$ cat config.mk
export PLATFORM = sky130hd
export DESIGN_NAME = ladder_on_off_delay_timer_bank
export DESIGN_NICKNAME = d
export VERILOG_FILES = /design/src/hdl/ltb_pkg.sv /design/src/hdl/ltb_state_ram.sv /design/src/hdl/ltb_step_unit.sv /design/src/hdl/ladder_on_off_delay_timer_bank.sv
export SDC_FILE = /design/constraint.sdc
export NUM_CORES = 1
export LEC_CHECK = 0
export BUFFER_PORTS_ARGS = -buffer_cell sky130_fd_sc_hd__buf_2
export CAP_MARGIN = 20
export CORE_MARGIN = 2
export CORE_UTILIZATION = 45
export CTS_CLUSTER_DIAMETER = 60
export DETAILED_ROUTE_END_ITERATION = 7
export GPL_TIMING_DRIVEN = 0
export HOLD_SLACK_MARGIN = 0.06
export PLACE_DENSITY = 0.65
export SYNTH_ARGS = -nofsm -noshare
export SYNTH_HDL_FRONTEND = slang
export SYNTH_SLANG_ARGS = --single-unit
$ cat constraint.sdc
create_clock -name clock -period 11.2 [get_ports clock]
set_input_delay 1.12 -clock clock [delete_from_list [all_inputs] [get_ports clock]]
set_output_delay 1.12 -clock clock [all_outputs]
set_load 0.02 [all_outputs]
$ cat src/hdl/ltb_pkg.sv
// ---------------------------------------------------------------------------
// ltb_pkg
// shared types and constants of the ladder timer bank
// ---------------------------------------------------------------------------
package ltb_pkg;

   localparam int NUM_TIMERS = 4;
   localparam int ADDR_W     = (NUM_TIMERS > 1) ? $clog2(NUM_TIMERS) : 1;

   localparam logic [1:0] OP_ON_DELAY  = 2'd0;
   localparam logic [1:0] OP_OFF_DELAY = 2'd1;
   localparam logic [1:0] OP_RESET     = 2'd2;

   typedef struct packed {
      logic [1:0]  func;
      logic [1:0]  timer_index;
      logic        rung;
      logic [31:0] preset_ms;
      logic [31:0] now_ms;
   } req_type;

   typedef struct packed {
      logic        enabled;
      logic        timing;
      logic        done_res;
      logic [31:0] elapsed_ms;
   } rsp_type;

   typedef struct packed {
      logic        enabled;
      logic        timing;
      logic        done;
      logic [31:0] start;
      logic [31:0] elapsed;
   } entry_type;

   typedef struct packed {
      logic              wr_en;
      logic [ADDR_W-1:0] wr_addr;
      entry_type         wr_data;
   } ram_wr_type;

endpackage

$ cat src/hdl/ltb_state_ram.sv
// ---------------------------------------------------------------------------
// ltb_state_ram
// timer state memory, one write port and one registered read port
// ---------------------------------------------------------------------------
module ltb_state_ram (
   input  logic                      clock,
   input  logic                      rd_en,
   input  logic [ltb_pkg::ADDR_W-1:0] rd_addr,
   output ltb_pkg::entry_type        rd_data,
   input  ltb_pkg::ram_wr_type       wr
);

   ltb_pkg::entry_type mem [ltb_pkg::NUM_TIMERS];
   ltb_pkg::entry_type rd_data_ff;

   always_ff @(posedge clock) begin
      if (wr.wr_en) begin
         mem[wr.wr_addr] <= wr.wr_data;
      end
   end

   always_ff @(posedge clock) begin
      if (rd_en) begin
         rd_data_ff <= mem[rd_addr];
      end
   end

   assign rd_data = rd_data_ff;

endmodule

$ cat src/hdl/ltb_step_unit.sv
// ---------------------------------------------------------------------------
// ltb_step_unit
// next timer state and result for one on-delay, off-delay or reset step
// ---------------------------------------------------------------------------
module ltb_step_unit (
   input  ltb_pkg::req_type   req,
   input  logic               in_range,
   input  ltb_pkg::entry_type cur,
   output ltb_pkg::entry_type nxt,
   output logic               wr_en,
   output ltb_pkg::rsp_type   rsp
);

   logic [31:0] start_sel;
   logic [31:0] diff;
   logic        reached;

   always_comb begin
      start_sel = cur.start;
      case (req.func)
         ltb_pkg::OP_ON_DELAY: begin
            if (req.rung && !cur.enabled) begin
               start_sel = req.now_ms;
            end
         end
         ltb_pkg::OP_OFF_DELAY: begin
            if (!req.rung && cur.enabled && !cur.timing) begin
               start_sel = req.now_ms;
            end
         end
         default: begin
            start_sel = cur.start;
         end
      endcase
   end

   assign diff    = req.now_ms - start_sel;
   assign reached = (diff >= req.preset_ms);

   always_comb begin
      nxt = cur;
      case (req.func)
         ltb_pkg::OP_ON_DELAY: begin
            if (req.rung) begin
               nxt.enabled = 1'b1;
               nxt.start   = start_sel;
               nxt.elapsed = diff;
               nxt.done    = reached;
               nxt.timing  = !reached;
            end else begin
               nxt.enabled = 1'b0;
               nxt.timing  = 1'b0;
               nxt.done    = 1'b0;
               nxt.elapsed = '0;
            end
         end
         ltb_pkg::OP_OFF_DELAY: begin
            if (req.rung) begin
               nxt.enabled = 1'b1;
               nxt.done    = 1'b1;
               nxt.timing  = 1'b0;
               nxt.elapsed = '0;
            end else if (cur.enabled) begin
               nxt.start   = start_sel;
               nxt.elapsed = diff;
               if (reached) begin
                  nxt.enabled = 1'b0;
                  nxt.timing  = 1'b0;
                  nxt.done    = 1'b0;
               end else begin
                  nxt.timing  = 1'b1;
               end
            end
         end
         ltb_pkg::OP_RESET: begin
            nxt = '0;
         end
         default: begin
            nxt = cur;
         end
      endcase
   end

   assign wr_en = in_range;

   always_comb begin
      if (in_range) begin
         rsp.enabled    = nxt.enabled;
         rsp.timing     = nxt.timing;
         rsp.done_res   = nxt.done;
         rsp.elapsed_ms = nxt.elapsed;
      end else begin
         rsp = '0;
      end
   end

endmodule

$ cat src/hdl/ladder_on_off_delay_timer_bank.sv
// ---------------------------------------------------------------------------
// ladder_on_off_delay_timer_bank
// bank of on-delay / off-delay ladder timers kept in a state memory
// request transfer registers the request and reads the state memory; the run
// state registers the result and writes back; only then is a new request taken
// a new request is taken while an earlier result still waits
// reset: synchronous; per-entry valid bits clear so every timer reads as zero
// ---------------------------------------------------------------------------
module ladder_on_off_delay_timer_bank (
   input  logic             clock,
   input  logic             reset,
   input  logic             req_valid,
   output logic             req_ready,
   input  ltb_pkg::req_type req_data,
   output logic             rsp_valid,
   input  logic             rsp_ready,
   output ltb_pkg::rsp_type rsp_data
);

   localparam logic ST_IDLE = 1'b0;
   localparam logic ST_RUN  = 1'b1;

   logic state_ff, state_in;
   logic [ltb_pkg::NUM_TIMERS-1:0] valid_ff, valid_in;
   logic rd_valid_ff, rd_valid_in;
   ltb_pkg::req_type req_ff;
   ltb_pkg::rsp_type rsp_data_ff;
   logic rsp_valid_ff, rsp_valid_in;

   logic [ltb_pkg::ADDR_W-1:0] rd_addr;
   logic [ltb_pkg::ADDR_W-1:0] cur_addr;
   logic req_in_range;
   logic cur_in_range;
   logic req_xfer;
   logic finish;
   ltb_pkg::entry_type ram_rd;
   ltb_pkg::entry_type cur;
   ltb_pkg::entry_type nxt;
   logic step_wr_en;
   ltb_pkg::rsp_type step_rsp;
   ltb_pkg::ram_wr_type ram_wr;

   assign req_ready    = (state_ff == ST_IDLE);
   assign req_xfer     = req_valid && req_ready;
   assign rd_addr      = ltb_pkg::ADDR_W'(req_data.timer_index);
   assign cur_addr     = ltb_pkg::ADDR_W'(req_ff.timer_index);
   assign req_in_range = (32'(req_data.timer_index) < ltb_pkg::NUM_TIMERS);
   assign cur_in_range = (32'(req_ff.timer_index) < ltb_pkg::NUM_TIMERS);
   assign finish       = (state_ff == ST_RUN) && (!rsp_valid_ff || rsp_ready);
   assign cur          = rd_valid_ff ? ram_rd : '0;

   ltb_state_ram u_ram (
      .clock   (clock),
      .rd_en   (req_xfer),
      .rd_addr (rd_addr),
      .rd_data (ram_rd),
      .wr      (ram_wr)
   );

   ltb_step_unit u_step (
      .req      (req_ff),
      .in_range (cur_in_range),
      .cur      (cur),
      .nxt      (nxt),
      .wr_en    (step_wr_en),
      .rsp      (step_rsp)
   );

   assign ram_wr.wr_en   = finish && step_wr_en;
   assign ram_wr.wr_addr = cur_addr;
   assign ram_wr.wr_data = nxt;

   always_comb begin
      state_in     = state_ff;
      valid_in     = valid_ff;
      rd_valid_in  = rd_valid_ff;
      rsp_valid_in = rsp_valid_ff;
      if (rsp_valid_ff && rsp_ready) begin
         rsp_valid_in = 1'b0;
      end
      case (state_ff)
         ST_IDLE: begin
            if (req_xfer) begin
               rd_valid_in = req_in_range && valid_ff[rd_addr];
               state_in    = ST_RUN;
            end
         end
         ST_RUN: begin
            if (finish) begin
               rsp_valid_in = 1'b1;
               state_in     = ST_IDLE;
               if (step_wr_en) begin
                  valid_in[cur_addr] = 1'b1;
               end
            end
         end
         default: begin
            state_in = ST_IDLE;
         end
      endcase
   end

   always_ff @(posedge clock) begin
      if (reset) begin
         state_ff     <= ST_IDLE;
         valid_ff     <= '0;
         rd_valid_ff  <= 1'b0;
         rsp_valid_ff <= 1'b0;
      end else begin
         state_ff     <= state_in;
         valid_ff     <= valid_in;
         rd_valid_ff  <= rd_valid_in;
         rsp_valid_ff <= rsp_valid_in;
      end
   end

   always_ff @(posedge clock) begin
      if (req_xfer) begin
         req_ff <= req_data;
      end
      if (finish) begin
         rsp_data_ff <= step_rsp;
      end
   end

   assign rsp_valid = rsp_valid_ff;
   assign rsp_data  = rsp_data_ff;

endmodule
==> flow_summary.ini, run 1 <==
[hold_path]
whs_path_depth = 2
worstHoldStart = valid_ff[2]$_SDFFE_PP0P_
hold_end = valid_ff[2]$_SDFFE_PP0P_
min_path_type = flop to flop

[power_and_ir_drop]
ir_drop_uv = 104
leakage_nw = 7.72
powerDensity_nw_per_um2 = 174

[clock_tree]
max-clock-path-buffers = 3
postCtsHoldBufs = 0
cts_setup_buffers = 0
cts_max_level = 2
post_cts_resized = 0
cts_tree = done
clkTransAtPathRegs_ns = 0.06
worstSkewPairLatency_ns = 0.58
cts_buffers = 48
clock-sinks = 446
root_buffer = clkbuf_16

[route]
firstDrtPassIters = 5
vias_per_cell = 5.70
vias = 10808
wirelength_um = 42700
drtIter0Drc = 1069
ant_nets = 0
drcViolationCount = 0
wire_per_inst_um = 22.5

[run]
max_cap_violations = 0

[floorplanning]
rows = 74
dieWidth_um = 208
dieArea_um2 = 43500
io_pins = 110
coreArea_um2 = 41000
die_h_um = 208
start_util_pct = 45.9

[critical_path]
end_kind = flop
r2r_start = req_ff[67]$_DFFE_PP_
r2r_cells = 24
crit_fanout = 10
reg2reg_slack_ns = 4.24
cp.arrival_ns = 7.26
worstPathRequired_ns = 11.50
crit_type = flop to flop
r2r_end = u_ram.mem[0][64]$_DFFE_PP_
worst_setup_path_start_kind = flop

[layout]
final_util_pct = 53.6
fillers = 3322
n_antenna_cell = 0
most-common-layout-cells = edfxtp_1 (439), buf_2 (112), a21oi_1 (72)
drive_gt1_share_pct = 21.8
fin_nets = 1471
areaGrowthSynthToFinish_pct = 16.8
layout_commonest_cell = edfxtp_1

[sta]
setup-violations-final = 0
hold_violations = 0
clock.fmax_mhz = 144
min_period_ns = 6.96
tns_ns = 0
drv_slew = 0
skew_ns = 0.0140
rsz0062_at_grt = no
period_share_pct = 62.2
tightest_slew_ns = 0.984
slew_headroom_pct = 34.4

[placed_design]
place_congestion = 0.905
dp_hpwl_um = 30200
numPortBuffers = 109

[yosys]
synth_edf_count = 439
netlist_area_um2 = 18800
syn_nets = 1286
synth_ff_type = edfxtp_1
yosys_warnings = 0
synth_cells = 1149
synth_cell_types = 63
synthArstFlopShare_pct = 0
seq_area_frac_synth_pct = 70.8
syn_area_per_cell_um2 = 16.4
ys_ff_latch = 446

[global_routing]
antenna_found_initial = 0
grt_usage_pct = 20.0
grt_overflow_total = 0
grt_max_degree = 40
grt_pass1_vias = 10835
grt_pass1_wl_um = 64800

[outcome]
status = finished, final reports clean
worst max-delay path, cell delays in order (launching register included):
cell and delay, ns:
edfxtp_1 0.32, clkbuf_1 0.36, nand3b_1 0.21, o22ai_1 0.24, nor2b_1 0.28, clkbuf_1 0.53
o21ai_0 0.36, ha_1 0.30, fa_1 0.44, nor2b_1 0.14, o21a_1 0.14, o21ai_0 0.11
a21boi_1 0.34, o2111ai_1 0.29, and3_1 0.28, xnor2_1 0.41, ha_1 0.34, a21o_1 0.17
a21oi_1 0.17, o21ai_0 0.16, a21oi_1 0.16, o21a_1 0.22, o31a_1 0.18, nor3b_1 0.06
o22ai_1 0.48
kinds of logic (layout without fill, tap and decap cells):
kind of cell	Yosys count	in the layout	synth area share, %
DFF	446	446	70.8
AOI/OAI and AO/OA	240	240	8.24
and+or+nand+nor	205	205	5.18
buffers and inverters	98	314	2.03
muxes	69	69	8.19
adders and majority gates	64	64	4.30
xor gates and xnor gates	27	27	1.26
flip-flops by register name, indices dropped and copies added (netlist names):
register,cells
cur_addr,2
u_ram.mem,268
rsp_data,35
valid_ff,4
u_ram.rd_data,67
rsp_valid,1
state_ff,1
rd_valid_ff,1
req_ff,67
metrics by stage:
step	area, µm²	hold slack, ns	power, mW	setup WS, ns	std cells
6_report	22000	0.478	3.83	4.24	1897
3_3_place_gp	20000	0.445	2.34	-0.668	1790
3_5_place_dp	20500	0.459	2.34	4.37	1815
2_1_floorplan	18800	0.435	2.21	3.41	1149
5_1_grt	22000	0.504	3.96	3.87	1897
4_1_cts	22000	0.478	3.86	4.32	1896
worst max-delay path by stage:
stage	start	to	slack (ns)	depth (start not counted)
CTS	req_ff[67]$_DFFE_PP_	u_ram.mem[0][64]$_DFFE_PP_	4.32	24
global route	req_ff[67]$_DFFE_PP_	u_ram.mem[0][64]$_DFFE_PP_	3.87	24
global placement	req_valid	rd_valid_ff$_SDFFE_PP0P_	-0.67	4
finish	req_ff[67]$_DFFE_PP_	u_ram.mem[0][64]$_DFFE_PP_	4.24	24
floorplan	req_valid	rd_valid_ff$_SDFFE_PP0P_	3.41	3
detailed placement	req_ff[67]$_DFFE_PP_	u_ram.mem[3][64]$_DFFE_PP_	4.37	24
Yosys cell counts, drive strengths merged, types with 13 or more instances:
master / instances / area share (%)
a22oi: 13 / 0.52
inv: 47 / 0.94
nor3b: 17 / 0.68
o21ai: 29 / 0.77
clkbuf: 39 / 0.78
xnor2: 20 / 0.93
a21oi: 72 / 1.9
a21o: 26 / 1.0
edfxtp: 439 / 70
a31oi: 19 / 0.63
nand2: 68 / 1.4
nor2: 60 / 1.2
o22ai: 33 / 1.1
ha: 63 / 4.2
mux4: 68 / 8.1
layout make-up:
cell class	instances	area (µm²)	area share, %
Buffer	51	206	0.939
Clock buffer	58	1300	5.92
Clock inverter	23	214	0.973
Inverter	47	176	0.803
Multi-Input combinational cell	605	5140	23.4
Sequential cell	446	13300	60.6
Tap cell	532	666	3.03
Timing Repair Buffer	135	951	4.33
power breakdown:
| part | internal (mW) | leakage [nW] | switching, mW | total (mW) |
|---|---|---|---|---|
| combinational | 0.143 | 2.77 | 0.230 | 0.373 |
| clock | 0.893 | 0.743 | 0.626 | 1.52 |
| sequential | 1.91 | 4.20 | 0.0281 | 1.94 |
per-layer routing:
metal / global-route usage (%) / wire [µm] / up-vias
met2: 32.7 / 20600 / 391
met1: 27.7 / 18500 / 5424
met3: 3.17 / 2550 / 77
met4: 6.25 / 1090 / 0
met5: 0 / 0 / -
li1: - / - / 4916
Note: power is estimated with default switching activity, not from simulation.
==> run 2: changes to the inputs <==
- PLACE_DENSITY: 0.65 -> 0.67
- clock period: 11.2 -> 5.8 ns (I/O delays scaled with it)
==> run 2 against run 1 <==
Setup slack got worse by 4.1 ns. Die area unchanged. Design area up 2.7%. Cell count rose by 1.1%. First-iteration DRC count rose by 22%. Via count increased by 1.3%. Wire length grew 0.85%. Clock power grew 100%. Critical endpoint is now u_ram.mem[3][64]$_DFFE_PP_. Largest cell class unchanged. Highest routed layer unchanged.
==> flow_summary.ini, run 2 (synthesis results as in run 1) <==
[route]
ant_nets = 0
drcViolationCount = 0
wirelength_um = 43100
vias_per_cell = 5.71
firstDrtPassIters = 5
drtIter0Drc = 1305
wire_per_inst_um = 22.5
vias = 10951

[run]
max_cap_violations = 0

[sta]
slew_headroom_pct = 30.0
period_share_pct = 98.4
skew_ns = 0.0211
clock.fmax_mhz = 175
tns_ns = 0
min_period_ns = 5.70
setup-violations-final = 0
drv_slew = 0
hold_violations = 0
tightest_slew_ns = 1.05
rsz0062_at_grt = yes
timing.final.ws_setup_ns = 0.0955

[layout]
most-common-layout-cells = edfxtp_1 (439), buf_2 (112), mux4_2 (68)
final-seq-area_um2 = 13300
n_antenna_cell = 0
areaGrowthSynthToFinish_pct = 20.0
layout_commonest_cell = edfxtp_1
largest_reg_flops = 268
fillers = 3222
multi_input_area_um2 = 5460
fin_nets = 1483
drive_gt1_share_pct = 27.4
final_util_pct = 55.1
largest_register = u_ram.mem

[global_routing]
antenna_found_initial = 0
grt_overflow_total = 0
grt_max_degree = 47
grt_pass1_wl_um = 64400
grt_pass1_vias = 10804
grt_usage_pct = 19.8

[outcome]
status = finished, final reports clean

[critical_path]
r2r_cells = 27
worst_setup_path_start_kind = flop
worstPathRequired_ns = 6.17
crit_type = flop to flop
endpoint = u_ram.mem[3][64]$_DFFE_PP_
cp.arrival_ns = 6.07
startpoint = u_ram.rd_data[66]$_DFFE_PP_
end_kind = flop
r2r_end = u_ram.mem[3][64]$_DFFE_PP_
r2r_start = u_ram.rd_data[66]$_DFFE_PP_
crit_fanout = 5
reg2reg_slack_ns = 0.1

[power_and_ir_drop]
powerDensity_nw_per_um2 = 336
totalPowerFinal_mw = 7.60
ir_drop_uv = 186
leakage_nw = 7.96

[floorplanning]
dieArea_um2 = 43500
dieWidth_um = 208
io_pins = 110
die_h_um = 208
rows = 74
start_util_pct = 45.9
coreArea_um2 = 41000

[hold_path]
whs_path_depth = 1
min_path_type = input port to flop

[clock_tree]
root_buffer = clkbuf_16
cts_max_level = 2
clock-sinks = 446
max-clock-path-buffers = 3
cts_tree = done
clkTransAtPathRegs_ns = 0.06
cts_buffers = 49
worstSkewPairLatency_ns = 0.59

[placed_design]
place_congestion = 0.904
preCtsSetupSlack_ns = -1.10
dp_hpwl_um = 29600
numPortBuffers = 109
==> run 2: stage by stage <==
stage	cells	area, µm²	hold WS (ns)
after floorplan	1149	18800	0.435
after global placement	1790	20000	0.451
after detailed placement	1806	20400	0.476
after CTS	1899	22200	0.140
after global routing	1917	22600	0.154
final	1917	22600	0.166
==> run 2: worst min path at each step <==
stage,startpoint,to,slack (ns)
final,req_data[40],req_ff[40]$_DFFE_PP_,0.17
after global routing,req_data[47],req_ff[47]$_DFFE_PP_,0.15
after CTS,req_data[40],req_ff[40]$_DFFE_PP_,0.14
after detailed placement,valid_ff[0]$_SDFFE_PP0P_,valid_ff[0]$_SDFFE_PP0P_,0.48
after global placement,valid_ff[0]$_SDFFE_PP0P_,valid_ff[0]$_SDFFE_PP0P_,0.45
after floorplan,valid_ff[2]$_SDFFE_PP0P_,valid_ff[2]$_SDFFE_PP0P_,0.43
==> run 2: layout make-up <==
| type | count | area share (%) |
|---|---|---|
| multi-input cells | 605 | 24.2 |
| inverters | 47 | 0.781 |
| plain buffers | 48 | 1.04 |
| clock buffers | 62 | 6.01 |
| well taps | 532 | 2.95 |
| flip-flops and latches | 446 | 59.0 |
| clock inverters | 28 | 1.16 |
| repair buffers | 149 | 4.88 |
==> run 2: power by group <==
group / switching (mW) / total (mW) / internal (mW) / leakage (nW)
logic: 0.467 / 0.779 / 0.312 / 2.96
registers: 0.0573 / 3.74 / 3.69 / 4.20
clock network: 1.24 / 3.07 / 1.84 / 0.800
==> run 2: worst max-delay path: stages, from the launching register on <==
cell and delay, ns:
edfxtp_1 0.41, and2_4 0.18, nand3b_1 0.15, o22ai_2 0.28
nor2b_4 0.35, buf_8 0.18, nor2_4 0.04, a21oi_2 0.13
ha_1 0.27, o21ai_2 0.17, a21oi_4 0.07, a32oi_4 0.26
nand2_2 0.10, nor2_2 0.12, o21ai_2 0.07, a41o_1 0.24
o41ai_4 0.39, xnor2_2 0.16, ha_1 0.33, a21o_1 0.19
a21o_1 0.19, a21oi_2 0.17, o21ai_2 0.08, a21oi_1 0.12
o21a_1 0.21, o31a_1 0.23, nor3b_2 0.07, o22ai_2 0.31
==> run 2: layer usage <==
layer / share of wire [%] / vias to the layer above / track usage [%]
met5: 0 / - / 0
met4: 2.9 / 0 / 7.24
met3: 5.8 / 77 / 3.12
met2: 47 / 375 / 31.0
met1: 44 / 5536 / 28.3
li1: - / 4963 / -
==> run 2: repair_timing <==
| action | in CTS | in global routing |
|---|---|---|
| hold buffers | 0 | 0 |
| pin swaps | 2 | 23 |
| buffers inserted | 5 | 18 |
| gates resized for setup | 20 | 68 |
| gates cloned | 0 | 1 |
| setup endpoints to repair | 15 | 15 |
